===== src/rtl/mrsp_pkg.sv =====
// Shared types and constants for the MIDI running status parser.
// Depends on nothing; every rtl file imports it.
package mrsp_pkg;

   // Default depth of the queue between the classifier and the parser
   localparam int QUEUE_DEPTH = 2;

   // Configuration register indexes
   localparam logic [1:0] CSR_CHANNEL_A = 2'd0;
   localparam logic [1:0] CSR_CHANNEL_B = 2'd1;
   localparam logic [1:0] CSR_CHANNEL_C = 2'd2;

   // Reset values of the listened channels
   localparam logic [3:0] CHANNEL_A_RESET = 4'd0;
   localparam logic [3:0] CHANNEL_B_RESET = 4'd1;
   localparam logic [3:0] CHANNEL_C_RESET = 4'd2;

   // Status byte high nibbles that start a message
   localparam logic [3:0] STATUS_NOTE_OFF = 4'h8;
   localparam logic [3:0] STATUS_NOTE_ON  = 4'h9;
   localparam logic [3:0] STATUS_CONTROL  = 4'hB;
   localparam logic [3:0] STATUS_PROGRAM  = 4'hC;
   localparam logic [3:0] STATUS_PITCH    = 4'hE;

   // Banks
   localparam logic [1:0] BANK_A = 2'd0;
   localparam logic [1:0] BANK_B = 2'd1;
   localparam logic [1:0] BANK_C = 2'd2;

   // What the classifier decided about one byte
   typedef enum logic [2:0] {
      CMD_DATA,
      CMD_IGNORE,
      CMD_NOTE_ON,
      CMD_NOTE_OFF,
      CMD_PROGRAM,
      CMD_CONTROL,
      CMD_PITCH
   } cmd_type;

   // Result message kinds
   typedef enum logic [2:0] {
      KIND_NOTE_ON  = 3'd0,
      KIND_NOTE_OFF = 3'd1,
      KIND_PROGRAM  = 3'd2,
      KIND_CONTROL  = 3'd3,
      KIND_PITCH    = 3'd4
   } kind_type;

   // Parser states
   typedef enum logic [3:0] {
      ST_IGNORE = 4'd0,
      ST_NON_1  = 4'd1,
      ST_NON_2  = 4'd2,
      ST_NOFF_1 = 4'd3,
      ST_NOFF_2 = 4'd4,
      ST_PC     = 4'd5,
      ST_CC_1   = 4'd6,
      ST_CC_2   = 4'd7,
      ST_PW_1   = 4'd8,
      ST_PW_2   = 4'd9
   } parse_state_type;

   // One classified item as it travels through the queue
   typedef struct packed {
      cmd_type    cmd;
      logic [1:0] bank;
      logic [6:0] data;
   } item_type;

endpackage


===== src/rtl/mrsp_front.sv =====
// Front end: channel registers and byte classification.
// Depends on mrsp_pkg.
module mrsp_front (
   input  logic                clock,
   input  logic                reset,
   input  logic                req_valid,
   input  logic [7:0]          req_midi_byte,
   output logic                req_stall,
   input  logic                csr_write_en,
   input  logic [1:0]          csr_index,
   input  logic [3:0]          csr_wdata,
   input  logic                queue_full,
   output logic                push,
   output mrsp_pkg::item_type  push_item
);
   import mrsp_pkg::*;

   logic [3:0] channel_a_ff, channel_a_in;
   logic [3:0] channel_b_ff, channel_b_in;
   logic [3:0] channel_c_ff, channel_c_in;

   logic       is_a, is_b, is_c;
   logic [1:0] bank3, bank2;
   cmd_type    cmd;

   // Configuration writes
   always_comb begin
      channel_a_in = channel_a_ff;
      channel_b_in = channel_b_ff;
      channel_c_in = channel_c_ff;
      if (csr_write_en) begin
         case (csr_index)
            CSR_CHANNEL_A: channel_a_in = csr_wdata;
            CSR_CHANNEL_B: channel_b_in = csr_wdata;
            CSR_CHANNEL_C: channel_c_in = csr_wdata;
            default: ;
         endcase
      end
   end

   always_ff @(posedge clock) begin
      if (reset) begin
         channel_a_ff <= CHANNEL_A_RESET;
         channel_b_ff <= CHANNEL_B_RESET;
         channel_c_ff <= CHANNEL_C_RESET;
      end else begin
         channel_a_ff <= channel_a_in;
         channel_b_ff <= channel_b_in;
         channel_c_ff <= channel_c_in;
      end
   end

   // Channel match with A over B over C priority
   assign is_a  = (req_midi_byte[3:0] == channel_a_ff);
   assign is_b  = (req_midi_byte[3:0] == channel_b_ff);
   assign is_c  = (req_midi_byte[3:0] == channel_c_ff);
   assign bank3 = is_a ? BANK_A : (is_b ? BANK_B : BANK_C);
   // program change and pitch wheel only reach banks A and B
   assign bank2 = is_a ? BANK_A : BANK_B;

   // Classify the byte
   always_comb begin
      cmd = CMD_IGNORE;
      if (!req_midi_byte[7]) begin
         cmd = CMD_DATA;
      end else if (is_a || is_b || is_c) begin
         case (req_midi_byte[7:4])
            STATUS_NOTE_ON:  cmd = CMD_NOTE_ON;
            STATUS_NOTE_OFF: cmd = CMD_NOTE_OFF;
            STATUS_PROGRAM:  cmd = CMD_PROGRAM;
            STATUS_PITCH:    cmd = CMD_PITCH;
            STATUS_CONTROL:  cmd = CMD_CONTROL;
            default:         cmd = CMD_IGNORE;
         endcase
      end
   end

   assign push_item.cmd  = cmd;
   assign push_item.bank = (cmd == CMD_PROGRAM || cmd == CMD_PITCH) ? bank2 : bank3;
   assign push_item.data = req_midi_byte[6:0];

   assign req_stall = queue_full;
   assign push      = req_valid && !queue_full;

endmodule


===== src/rtl/mrsp_queue.sv =====
// Short queue of classified items between front end and parser.
// Depends on mrsp_pkg.
module mrsp_queue #(
   parameter int Depth = mrsp_pkg::QUEUE_DEPTH
) (
   input  logic                clock,
   input  logic                reset,
   input  logic                push,
   input  mrsp_pkg::item_type  push_item,
   output logic                full,
   input  logic                pop,
   output logic                pop_valid,
   output mrsp_pkg::item_type  pop_item
);
   import mrsp_pkg::*;

   localparam int PtrW = (Depth > 1) ? $clog2(Depth) : 1;
   localparam int CntW = $clog2(Depth + 1);

   item_type        slot_ff [Depth];
   logic [PtrW-1:0] wr_ptr_ff, wr_ptr_in;
   logic [PtrW-1:0] rd_ptr_ff, rd_ptr_in;
   logic [CntW-1:0] count_ff, count_in;

   assign full      = (count_ff == CntW'(Depth));
   assign pop_valid = (count_ff != '0);
   assign pop_item  = slot_ff[rd_ptr_ff];

   // Pointer and fill count update
   always_comb begin
      wr_ptr_in = wr_ptr_ff;
      rd_ptr_in = rd_ptr_ff;
      count_in  = count_ff;
      if (push) begin
         wr_ptr_in = (wr_ptr_ff == PtrW'(Depth - 1)) ? '0 : wr_ptr_ff + 1'b1;
      end
      if (pop) begin
         rd_ptr_in = (rd_ptr_ff == PtrW'(Depth - 1)) ? '0 : rd_ptr_ff + 1'b1;
      end
      if (push && !pop) begin
         count_in = count_ff + 1'b1;
      end else if (pop && !push) begin
         count_in = count_ff - 1'b1;
      end
   end

   always_ff @(posedge clock) begin
      if (reset) begin
         wr_ptr_ff <= '0;
         rd_ptr_ff <= '0;
         count_ff  <= '0;
      end else begin
         wr_ptr_ff <= wr_ptr_in;
         rd_ptr_ff <= rd_ptr_in;
         count_ff  <= count_in;
      end
   end

   // Storage
   always_ff @(posedge clock) begin
      if (push) begin
         slot_ff[wr_ptr_ff] <= push_item;
      end
   end

   a_no_push_when_full: assert property (@(posedge clock) disable iff (reset)
      full |-> !push)
      else $error("queue written while full");

   a_no_pop_when_empty: assert property (@(posedge clock) disable iff (reset)
      pop |-> pop_valid)
      else $error("queue read while empty");

   a_count_bound: assert property (@(posedge clock) disable iff (reset)
      count_ff <= CntW'(Depth))
      else $error("queue count past depth");

endmodule


===== src/rtl/mrsp_back.sv =====
// Back end: running status parse state machine and result register.
// Depends on mrsp_pkg.
module mrsp_back (
   input  logic                clock,
   input  logic                reset,
   input  logic                pop_valid,
   input  mrsp_pkg::item_type  pop_item,
   output logic                pop,
   output logic                rsp_valid,
   input  logic                rsp_stall,
   output logic [2:0]          rsp_message_kind,
   output logic [6:0]          rsp_first_data,
   output logic [6:0]          rsp_second_data,
   output logic [1:0]          rsp_bank
);
   import mrsp_pkg::*;

   parse_state_type state_ff, state_in;
   logic [6:0]      held_first_ff, held_first_in;
   logic [1:0]      held_bank_ff, held_bank_in;

   logic            rsp_valid_ff, rsp_valid_in;
   kind_type        kind_ff, kind_in;
   logic [6:0]      first_ff, first_in;
   logic [6:0]      second_ff, second_in;
   logic [1:0]      bank_ff;
   logic            emit;

   // Take an item when the result register is free or being drained
   assign pop = pop_valid && (!rsp_valid_ff || !rsp_stall);

   // Next state and result
   always_comb begin
      state_in      = state_ff;
      held_first_in = held_first_ff;
      held_bank_in  = held_bank_ff;
      emit          = 1'b0;
      kind_in       = KIND_NOTE_ON;
      first_in      = held_first_ff;
      second_in     = pop_item.data;
      if (pop) begin
         case (pop_item.cmd)
            CMD_IGNORE: state_in = ST_IGNORE;
            CMD_NOTE_ON: begin
               state_in     = ST_NON_1;
               held_bank_in = pop_item.bank;
            end
            CMD_NOTE_OFF: begin
               state_in     = ST_NOFF_1;
               held_bank_in = pop_item.bank;
            end
            CMD_PROGRAM: begin
               state_in     = ST_PC;
               held_bank_in = pop_item.bank;
            end
            CMD_CONTROL: begin
               state_in     = ST_CC_1;
               held_bank_in = pop_item.bank;
            end
            CMD_PITCH: begin
               state_in     = ST_PW_1;
               held_bank_in = pop_item.bank;
            end
            CMD_DATA: begin
               case (state_ff)
                  ST_IGNORE: ;
                  ST_NON_1: begin
                     held_first_in = pop_item.data;
                     state_in      = ST_NON_2;
                  end
                  ST_NON_2: begin
                     state_in = ST_NON_1;
                     emit     = 1'b1;
                     // zero velocity note on counts as note off
                     kind_in  = (pop_item.data == '0) ? KIND_NOTE_OFF : KIND_NOTE_ON;
                  end
                  ST_NOFF_1: begin
                     held_first_in = pop_item.data;
                     state_in      = ST_NOFF_2;
                  end
                  ST_NOFF_2: begin
                     state_in = ST_NOFF_1;
                     emit     = 1'b1;
                     kind_in  = KIND_NOTE_OFF;
                  end
                  ST_PC: begin
                     emit      = 1'b1;
                     kind_in   = KIND_PROGRAM;
                     first_in  = pop_item.data;
                     second_in = '0;
                  end
                  ST_CC_1: begin
                     held_first_in = pop_item.data;
                     state_in      = ST_CC_2;
                  end
                  ST_CC_2: begin
                     state_in = ST_CC_1;
                     emit     = 1'b1;
                     kind_in  = KIND_CONTROL;
                  end
                  ST_PW_1: begin
                     held_first_in = pop_item.data;
                     state_in      = ST_PW_2;
                  end
                  ST_PW_2: begin
                     state_in = ST_PW_1;
                     emit     = 1'b1;
                     kind_in  = KIND_PITCH;
                  end
                  default: state_in = ST_IGNORE;
               endcase
            end
            default: state_in = ST_IGNORE;
         endcase
      end
   end

   assign rsp_valid_in = emit || (rsp_valid_ff && rsp_stall);

   // Parser state
   always_ff @(posedge clock) begin
      if (reset) begin
         state_ff      <= ST_IGNORE;
         held_first_ff <= '0;
         held_bank_ff  <= BANK_A;
         rsp_valid_ff  <= 1'b0;
      end else begin
         state_ff      <= state_in;
         held_first_ff <= held_first_in;
         held_bank_ff  <= held_bank_in;
         rsp_valid_ff  <= rsp_valid_in;
      end
   end

   // Result payload
   always_ff @(posedge clock) begin
      if (emit) begin
         kind_ff   <= kind_in;
         first_ff  <= first_in;
         second_ff <= second_in;
         bank_ff   <= held_bank_ff;
      end
   end

   assign rsp_valid        = rsp_valid_ff;
   assign rsp_message_kind = kind_ff;
   assign rsp_first_data   = first_ff;
   assign rsp_second_data  = second_ff;
   assign rsp_bank         = bank_ff;

   a_program_second_zero: assert property (@(posedge clock) disable iff (reset)
      (rsp_valid_ff && kind_ff == KIND_PROGRAM) |-> (second_ff == '0))
      else $error("program change with nonzero second data");

   a_note_on_velocity: assert property (@(posedge clock) disable iff (reset)
      (rsp_valid_ff && kind_ff == KIND_NOTE_ON) |-> (second_ff != '0))
      else $error("note on with zero velocity");

   a_two_bank_kinds: assert property (@(posedge clock) disable iff (reset)
      (rsp_valid_ff && (kind_ff == KIND_PROGRAM || kind_ff == KIND_PITCH))
         |-> (bank_ff != BANK_C))
      else $error("program change or pitch wheel on bank C");

   a_ignore_status: assert property (@(posedge clock) disable iff (reset)
      (pop && pop_item.cmd == CMD_IGNORE) |=> (state_ff == ST_IGNORE))
      else $error("ignored status did not reset parser");

endmodule


===== src/rtl/midi_running_status_parser.sv =====
// Path: an accepted byte is written into the queue, the parser pops it and updates its
// parse state, and a result it completes is registered in the result register.
// Throughput: one byte per cycle while rsp_stall does not hold a pending result.
// Reset (synchronous, active high): channels A/B/C return to 0/1/2, the
// parser goes to the ignore state and the queue and result register empty.
module midi_running_status_parser #(
   parameter int QueueDepth = mrsp_pkg::QUEUE_DEPTH
) (
   input  logic       clock,
   input  logic       reset,
   input  logic       req_valid,
   input  logic [7:0] req_midi_byte,
   output logic       req_stall,
   output logic       rsp_valid,
   input  logic       rsp_stall,
   output logic [2:0] rsp_message_kind,
   output logic [6:0] rsp_first_data,
   output logic [6:0] rsp_second_data,
   output logic [1:0] rsp_bank,
   input  logic       csr_write_en,
   input  logic [1:0] csr_index,
   input  logic [3:0] csr_wdata
);
   import mrsp_pkg::*;

   logic     push, pop, queue_full, pop_valid;
   item_type push_item, pop_item;

   // Classify incoming bytes
   mrsp_front u_front (
      .clock         (clock),
      .reset         (reset),
      .req_valid     (req_valid),
      .req_midi_byte (req_midi_byte),
      .req_stall     (req_stall),
      .csr_write_en  (csr_write_en),
      .csr_index     (csr_index),
      .csr_wdata     (csr_wdata),
      .queue_full    (queue_full),
      .push          (push),
      .push_item     (push_item)
   );

   // Decouple front end from parser
   mrsp_queue #(
      .Depth (QueueDepth)
   ) u_queue (
      .clock     (clock),
      .reset     (reset),
      .push      (push),
      .push_item (push_item),
      .full      (queue_full),
      .pop       (pop),
      .pop_valid (pop_valid),
      .pop_item  (pop_item)
   );

   // Parse and deliver results
   mrsp_back u_back (
      .clock            (clock),
      .reset            (reset),
      .pop_valid        (pop_valid),
      .pop_item         (pop_item),
      .pop              (pop),
      .rsp_valid        (rsp_valid),
      .rsp_stall        (rsp_stall),
      .rsp_message_kind (rsp_message_kind),
      .rsp_first_data   (rsp_first_data),
      .rsp_second_data  (rsp_second_data),
      .rsp_bank         (rsp_bank)
   );

endmodule

===== config.mk =====
export PLATFORM = sky130hd
export DESIGN_NAME = midi_running_status_parser
export DESIGN_NICKNAME = d
export VERILOG_FILES = /design/src/rtl/mrsp_pkg.sv /design/src/rtl/mrsp_front.sv /design/src/rtl/mrsp_queue.sv /design/src/rtl/mrsp_back.sv /design/src/rtl/midi_running_status_parser.sv
export SDC_FILE = /design/constraint.sdc
export NUM_CORES = 1
export LEC_CHECK = 0
export BUFFER_PORTS_ARGS = -buffer_cell sky130_fd_sc_hd__buf_2
export CAP_MARGIN = 20
export CORE_UTILIZATION = 55
export DETAILED_ROUTE_END_ITERATION = 16
export GPL_ROUTABILITY_DRIVEN = 1
export GPL_TIMING_DRIVEN = 1
export MAX_ROUTING_LAYER = met4
export PLACE_DENSITY = 0.8
export SLEW_MARGIN = 20
export SYNTH_ARGS = -nofsm -noshare
export SYNTH_HDL_FRONTEND = slang
export SYNTH_SLANG_ARGS = --single-unit

===== constraint.sdc =====
create_clock -name clock -period 2.4 [get_ports clock]
set_input_delay 0.12 -clock clock [delete_from_list [all_inputs] [get_ports clock]]
set_output_delay 0.12 -clock clock [all_outputs]
set_load 0.02 [all_outputs]

==> summary.md <==
| Metric | Value |
|---|---|
| Yosys top cell area share | 38.6% |
| VDD IR max | 0.000606 V |
| Crit path DAT | 2.16 ns |
| Final WL | 5850 um |
| Placed Area | 3610 sq um |
| Initial Utilization | 56.8% |
| Yosys warns | 0 |
| Vias per cell | 5.51 |
| Layout area overhead | 15.3% |
| CTS tree | yes |
| WP data required | 2.46 ns |
| Slew Viols, Final | 0 |
| Cell Pwr Density | 970 nW/um^2 |
| Status | complete, no violations |
| GR Layer Usage met1 | 26.1% |
| Global Route met3 Usage | 3.66% |
| Pwr Total | 3.74 mW |
| Worst setup EP type | flop |
| #FFs+latches synth | 74 |
| Synthesized area per cell | 11.4 sq um |
| Most common cell in the netlist | nor2_1 |
| DP HPWL | 4110 um |
| Number of inserted diodes | 0 |
| Number of global-route vias before repair | 2210 |
| Worst reg2reg path depth | 4 |
| Share of layout cells above drive strength 1 | 19.5% |
| GR Overflow Total | 0 |
| RSZ-0062 raised after global routing | no |
| IO Pins | 40 |
| Worst Hold Class | input port to flop |
| Die height | 80.0 um |
| Worst path slowest cell | dfxtp_1 |
| H-tree depth | 3 |
| Die W | 80.0 um |
| Root Driver | clkbuf_8 |
| Final Hold Viols | 0 |
| Post-route cell area | 3850 sq um |
| Post-route clock period utilization | 87.7% |
| Cell area after synthesis | 3340 sq um |
| FFs w/ async S/R, synth | 0% |
| Num rows | 28 |
| Number of buffers created by CTS | 9 |
| Leak Pwr | 1.50 nW |
| Largest net degree at the start of global routing | 40 |
| Antenna violations before repair | 0 |
| Post-CTS sizing | 0 |
| Slowest cell delay on critical path | 0.59 ns |
| First DRT Iteration DRCs | 142 |
| Hold_ws | 0.0243 ns |
| Clock sinks | 74 |
| Nets | 358 |
| Cell count after synthesis | 293 |
| Port Buf Inserts | 39 |
| Hold_buf cts | 2 |
| Unique masters post-synth | 53 |
| Clk slew on worst S/H paths | 0.07 ns |
| Top achievable clock speed | 475 MHz |
| Crit path kind | flop to flop |
| Relative slew slack | 42.5% |
| Primary FF master, synth | edfxtp_1 |
| Largest cells by area after synthesis | edfxtp_1, dfxtp_1, mux2i_1, nor2_1, xor2_1 |
| Post-synth top area cell | edfxtp_1 |
| Setup TNS | 0 ns |
| Sequential share of the synthesized area | 57.2% |
| Hold depth | 1 |
| CP Max Fanout | 14 |
| EDFF count, synth | 43 |
| 1st-pass router iterations | 4 |
| First-pass GRT wire length | 9940 um |
| Fillers | 460 |
| # setup viols final | 0 |
| Post-CTS Setup Bufs | 0 |
| Busiest layer in global routing | met2 |
| Area of the multi-input gates | 1350 sq um |
| Syn nets | 313 |
| Total die area | 6390 sq um |
| Routed length per instance | 14.0 um |
| Most frequent cells after synthesis | nor2_1, edfxtp_1, dfxtp_1 |
| Startpoint types | flop |
| Max Cap Viol | 0 |
| Crit path cell chain | nor4b_2, o211ai_1, nand2_1, o21ai_0 |
| Clk buf depth | 2 |
| All-Layer GR Usage | 21.2% |
| Worst Tran Pin Value | 0.858 ns |
| Routed Antenna Nets | 0 |
| Routing usage on met2 | 32.9% |
| Std-Cell Core Area | 5890 sq um |
| DR DRC count | 0 |
| Final Wtd Congestion | 0.862 |
| Storage element area | 1910 sq um |
| Clk_skew | 0.00992 ns |
| Post-route minimum period | 2.11 ns |
| Clk_lat worst skew | 0.35 ns |
| Vias | 2303 |
registers in the layout, indices dropped and copies added, names as in the netlist, named ones only:
register	cells
u_front.channel_a_ff	4
u_back.state_ff	4
u_back.rsp_bank	2
u_back.rsp_valid	1
u_back.held_first_ff	7
u_back.rsp_message_kind	3
u_back.held_bank_ff	2
u_back.rsp_first_data	7
u_queue.wr_ptr_ff	1
u_back.rsp_second_data	7
u_queue.rd_ptr_ff	1
u_queue.count_ff	2
u_front.channel_c_ff	4
u_front.channel_b_ff	4
u_queue.slot_ff	24
cell usage in the layout, fill, tap and decap left out, types with 2 or more instances in the layout:
cell type and instances:
or4b_1 2, nand3b_1 3, nand2b_1 6, dfxtp_1 31
a211o_1 2, or4_1 2, dlygate4sd3_1 2, clkbuf_16 3
clkbuf_8 9, nor4_1 3, nand2_1 13, xnor2_1 3
o32ai_1 2, buf_2 39, mux2_2 2, o211ai_1 3
nor2b_1 13, edfxtp_1 43, nor2_1 45, nor3_1 3
inv_1 6, buf_4 4, and2_1 2, or3b_1 2
mux2_1 7, mux2i_1 20, o21ai_0 7, o21ai_1 5
a311oi_1 4, xor2_1 15, a21oi_1 16
logic make-up after synthesis:
family	after synthesis	synth area share, %
AO/OA/AOI/OAI	48	9.21
multiplexers	30	9.47
AND/OR/NAND/NOR	104	16.6
buffers and inverters	18	2.40
adder cells (fa/ha/maj)	1	0.374
flip-flops	74	57.2
XOR/XNOR	18	4.72
per-stage QoR:
step / instances / util (%) / setup WS (ns)
CTS: 418 / 65.5 / 0.314
detailed placement: 400 / 61.3 / 0.330
global placement: 400 / 61.3 / 0.437
global route: 418 / 65.5 / 0.0975
finish: 418 / 65.5 / 0.295
floorplan: 293 / - / 0.429
worst max-delay path, delay by kind of cell (launching register included):
family | cells | cell delay, ns
and+or+nand+nor | 2 | 0.68
DFF | 1 | 0.59
AOI/OAI and AO/OA | 2 | 0.55
layer usage:
metal,routed length (um),up-vias
met5,0,-
met1,2750,1080
met3,223,13
met4,103,0
met2,2770,62
li1,-,1148
path summary, 6_finish.rpt:
kind	slack (ns)	startpoint	to
worst min-delay path	0.02	req_midi_byte[5]	u_queue.slot_ff[1][5]$_DFFE_PP_
worst max-delay path	0.29	flop	u_back.rsp_first_data[0]$_DFFE_PP_
worst max register to register	0.29	flop	u_back.rsp_first_data[0]$_DFFE_PP_
worst min register to register	0.47	u_back.held_bank_ff[0]$_SDFFE_PP0P_	u_back.rsp_bank[0]$_DFFE_PP_
area by class of cell:
cell class,count,area share [%]
Inverter,7,0.682
Tap cell,75,2.44
Multi-Input combinational cell,201,35.0
Timing Repair Buffer,45,6.37
Clock inverter,3,0.585
Clock buffer,13,5.26
Sequential cell,74,49.6
power breakdown:
group	switching (mW)	total (mW)	internal, mW	leakage (nW)
clock network	0.460	1.03	0.569	0.112
logic	0.559	0.985	0.426	0.731
registers	0.180	1.72	1.54	0.659
No activity file was read; power rests on OpenSTA's default activity.
